==> config.mk <==
export PLATFORM = sky130hd
export DESIGN_NAME = psfc_cell
export DESIGN_NICKNAME = d
export VERILOG_FILES = /design/src/rtl/psfc_pkg.sv /design/src/rtl/psfc_cell.sv
export SDC_FILE = /design/constraint.sdc
export NUM_CORES = 1
export LEC_CHECK = 0
export BUFFER_PORTS_ARGS = -buffer_cell sky130_fd_sc_hd__buf_2
export CAP_MARGIN = 5
export CORE_MARGIN = 2
export CORE_UTILIZATION = 25
export DETAILED_ROUTE_END_ITERATION = 12
export GPL_TIMING_DRIVEN = 0
export PLACE_DENSITY_LB_ADDON = 0.3
export SETUP_SLACK_MARGIN = 0.15
export SYNTH_ARGS = -nofsm -noshare
export SYNTH_HDL_FRONTEND = slang
export SYNTH_SLANG_ARGS = --single-unit
==> constraint.sdc <==
create_clock -name clk -period 2.9 [get_ports clk]
set_input_delay 0.145 -clock clk [delete_from_list [all_inputs] [get_ports clk]]
set_output_delay 0.145 -clock clk [all_outputs]
set_load 0.03 [all_outputs]
==> src/rtl/psfc_pkg.sv <==
// Shared constants and the per-packet beat type for the per-source flood counter.
package psfc_pkg;

    localparam int TABLE_ENTRIES = 64;

    localparam int PROTO_W    = 8;
    localparam int ADDR_W     = 32;
    localparam int COUNT_W    = 16;
    localparam int CFG_IDX_W  = 1;
    localparam int CFG_DATA_W = 32;

    localparam logic [PROTO_W-1:0] UDP_PROTOCOL    = 8'd17;
    localparam logic [COUNT_W-1:0] COUNT_MAX       = 16'hFFFF;
    localparam logic [COUNT_W-1:0] THRESHOLD_RESET = 16'd100;

    // Configuration register indexes
    localparam logic [CFG_IDX_W-1:0] CFG_HOST_ADDRESS     = 1'd0;
    localparam logic [CFG_IDX_W-1:0] CFG_REPORT_THRESHOLD = 1'd1;

    // One packet as it travels down the row of table cells
    typedef struct packed {
        logic               active;    // a packet occupies this slot
        logic               eligible;  // UDP to the protected host
        logic               resolved;  // no further cell may touch it
        logic               counted;   // an entry took the packet
        logic               report;    // count went over the threshold
        logic [ADDR_W-1:0]  source;
        logic [COUNT_W-1:0] count;     // count after counting, before clearing
    } psfc_beat_t;

endpackage

==> src/rtl/psfc_cell.sv <==
// One table entry of the flood counter: holds a source and its count, passes the packet on.
module psfc_cell
(
    input  logic                          clk,
    input  logic                          rst_n,
    input  psfc_pkg::psfc_beat_t          beat_in,
    input  logic [psfc_pkg::COUNT_W-1:0]  report_threshold,
    output psfc_pkg::psfc_beat_t          beat_out
);
    import psfc_pkg::*;

    logic               valid_reg;
    logic               valid_next;
    logic [ADDR_W-1:0]  source_reg;
    logic [ADDR_W-1:0]  source_next;
    logic [COUNT_W-1:0] count_reg;
    logic [COUNT_W-1:0] count_next;
    psfc_beat_t         beat_reg;
    psfc_beat_t         beat_next;

    logic               probe;
    logic               claim;
    logic               hit;
    logic [COUNT_W-1:0] bumped;
    logic [COUNT_W-1:0] new_count;
    logic               over;

    always_comb
    begin
        probe     = beat_in.active && beat_in.eligible && !beat_in.resolved;
        claim     = probe && !valid_reg;
        hit       = probe && valid_reg && (source_reg == beat_in.source);
        // saturate at the top of the range
        bumped    = (count_reg == COUNT_MAX) ? count_reg : COUNT_W'(count_reg + 16'd1);
        new_count = claim ? 16'd1 : bumped;
        over      = new_count > report_threshold;

        valid_next  = valid_reg;
        source_next = source_reg;
        count_next  = count_reg;
        beat_next   = beat_in;

        if (claim || hit)
        begin
            valid_next         = 1'b1;
            source_next        = beat_in.source;
            count_next         = over ? '0 : new_count;
            beat_next.resolved = 1'b1;
            beat_next.counted  = 1'b1;
            beat_next.count    = new_count;
            beat_next.report   = over;
        end
    end

    always_ff @(posedge clk or negedge rst_n)
    begin
        if (!rst_n)
        begin
            valid_reg <= 1'b0;
            beat_reg  <= '0;
        end
        else
        begin
            valid_reg <= valid_next;
            beat_reg  <= beat_next;
        end
    end

    always_ff @(posedge clk)
    begin
        source_reg <= source_next;
        count_reg  <= count_next;
    end

    assign beat_out = beat_reg;

    // A cell that takes a packet must resolve it on the way out
    assert property (@(posedge clk) disable iff (!rst_n)
        (claim || hit) |=> (beat_out.resolved && beat_out.counted))
        else $error("psfc_cell: taken packet not resolved");

    // A cleared count follows every report
    assert property (@(posedge clk) disable iff (!rst_n)
        ((claim || hit) && over) |=> (count_reg == '0))
        else $error("psfc_cell: reported count not cleared");

    // Once filled, an entry stays valid until reset
    assert property (@(posedge clk) disable iff (!rst_n)
        valid_reg |=> valid_reg)
        else $error("psfc_cell: entry freed without reset");

endmodule

==> qor.yml <==
outcome: "finished, violations left"
violations: "negative setup slack"
grt_use_met3_pct: 2.498
cts.sinks: 102
grt.overflow.total: 0
die_w_um: 136.1
firstDrtPassIters: 4
syn_area_sq_um: 4362
area_growth_pct: 47.65
synth-seq-cells: 102
die_h_um: 136.1
synthArstFlopShare_pct: 52.94
slowest_delay_ps: 360
layout_setup_ws_ps: -202.3
syn_nets: 404
grt_use_met1_pct: 14.70
track_usage_pct: 11.84
cp-end-kind: "flop"
yosysUniqueCellTypes: 42
yosys-top-cells-area: "edfxtp_1, dfrtp_1, xor2_1, ha_1, mux2_4"
critical_path_class: "reg -> reg"
leakage_nw: 2.852
coreArea_sq_um: 17180
cts_tree: "done"
clock_skew_ps: 6.498
r2r-start: "count_reg[0]"
setup_tns_ps: -2864
gp_congestion: 0.7411
setup_viol: 17
synth_area_leader_cell: "edfxtp_1"
antenna-diode-count: 0
drv_slew: 0
cp.depth: 15
path_clk_slew_ps: 70
wl_per_cell_um: 14.35
port_buffers: 123
clock_path_buffers: 2
layout_commonest_cell: "buf_2"
cts_htree_levels: 3
avgSynthCellArea_sq_um: 13.80
dieArea_sq_um: 18520
fmax_mhz: 322.3
ys.flop_type: "dfrtp_1"
holdPathStages: 2
grt_start_max_net_pins: 55
wirelength_mm: 10.72
synth_edf_count: 48
io_pins: 124
grt_pass1_wl_mm: 16.75
syn_inst: 316
antenna_found_initial: 0
busiest_layer: "met2"
worst_r2r_path_depth: 15
start_util_pct: 25.39
ys.warnings.count: 0
ant_nets: 0
period_needed_ps: 3102
rows: 48
drive_above_1_share_pct: 44.83
path_buf_inv: 6
worstMarginPinSlew_ps: 737.2
max-vdd-ir-drop_mv: 0.2528
largest_reg_flops: 53
slew_headroom_pct: 50.85
worstHoldStart: "beat_in[2]"
numCtsBuffers: 9
synth_seq_area_share_pct: 64.03
cap_violations: 0
final_cell_mix: "buf_2, dfrtp_1, edfxtp_1, dlygate4sd3_1, xor2_1"
place_ws_ps: -673.3
nets: 605
worstSkewPairLatency_ps: 350
cp_slowest_cell: "edfxtp_1"
cp_data_required_time_ps: 2970
critical_path_arrival_ps: 3180
drc_errors: 0
synth.top_cell.area_share_pct: 33.05
grt_pass1_vias: 3292
p_total_mw: 3.122
hold_viol_final: 0
cp-startpoint: "count_reg[0]"
crit_chain: "buf_4 > and4_1 > clkbuf_4 > nand4_1 > buf_4 > o311ai_4 > inv_2 > ha_4 > nand4_1 > buf_4 > a21oi_4 > a211oi_2 > a21oi_2 > clkbuf_8 > nor3_1"
cp_max_fo: 6
fin_crit_sh_pct: 107.0
vias_per_cell: 4.191
grt_use_met2_pct: 20.07
rsz0062_at_grt: "yes"
drtIter0Drc: 100
start_kind: "flop"
clockRootBuffer: "clkbuf_16"
crit_top_cell: "buf_4"
critPathTopFamily: "buffers and inverters"
utilization_pct: 37.49
vias: 3131
powerDensity_nw_per_um2: 484.7
hpwlAfterDp_mm: 7.296
min-delay-path-class: "in -> reg"
[kinds of logic after synthesis]
group | Yosys count | share of synthesized area (%)
xor gates and xnor gates | 43 | 8.635
DFF | 102 | 64.03
muxes | 18 | 5.192
and+or+nand+nor | 87 | 11.42
buffers and inverters | 28 | 2.610
AOI/OAI and AO/OA | 21 | 3.242
adders and majority gates | 17 | 4.877
[what timing repair did]
item	CTS	global route
gates cloned	1	0
pin swaps	19	9
endpoints found under the setup margin	65	34
resized for setup	34	17
endpoints found under the hold margin	40	54
buffers inserted	23	8
hold buffers	34	1
[metrics by stage]
stage	cell area, sq um	std cells	hold slack, ps
final	6440	747	13.42
after global placement	5339	664	289.8
after detailed placement	5339	664	291.5
after global routing	6440	747	10.36
after CTS	6291	738	1.099
after floorplan	4442	316	-150.6
[per-layer routing]
layer / up-vias / wire length, um / part of all wire, %
met5: - / 0 / 0
met4: 0 / 150 / 1.4
met3: 9 / 519 / 4.8
met2: 88 / 5273 / 49
met1: 1513 / 4777 / 45
li1: 1521 / - / -
[final cells by class]
| cell class | instances | area (sq um) |
|---|---|---|
| Tap cell | 225 | 281.5 |
| Buffer | 8 | 65.06 |
| Clock inverter | 7 | 70.07 |
| Fill cell | 1707 | 10740 |
| Multi-Input combinational cell | 186 | 1700 |
| Clock buffer | 9 | 225.2 |
| Inverter | 20 | 82.58 |
| Timing Repair Buffer | 190 | 1222 |
| Sequential cell | 102 | 2793 |
[worst reg2reg max path, delay by kind of cell (launching register included)]
kind                       cells  cell delay, ps
adders and majority gates      1             280
AOI/OAI and AO/OA              4             780
DFF                            1             360
buffers and inverters          6             960
and+or+nand+nor                4             460
[power breakdown]
group / total, mW / switching (mW) / leakage [nW] / internal, mW
Sequential: 1.56 / 0.00923 / 1.06 / 1.55
Clock: 1.23 / 0.552 / 0.148 / 0.673
Combinational: 0.335 / 0.193 / 1.65 / 0.142
Total: 3.12 / 0.754 / 2.85 / 2.37
[final timing paths]
| check | to | slack, ps |
|---|---|---|
| worst max-delay path | count_reg[6] | -200 |
| worst min-delay path | beat_out[2] | 10 |
| worst max register to register | count_reg[6] | -200 |
| worst min register to register | valid_reg | 520 |
| max in group asynchronous | beat_out[9] | 2010 |
| min in group asynchronous | beat_out[44] | 410 |
[Yosys cell counts, types with 2 or more instances]
cell	instances
nor2_1	18
and4_1	4
nand4_1	13
nor3_1	11
mux2i_1	5
nor4_1	8
edfxtp_1	48
nand3_1	6
xnor2_1	5
xor2_1	38
clkbuf_1	6
nand2_1	10
inv_1	19
a21oi_1	7
nor2b_1	6
dfrtp_1	54
and3_1	2
mux2_4	8
a21o_1	4
ha_1	17
mux2_1	5
or3_1	2
Power figures use the tool's default switching activity.
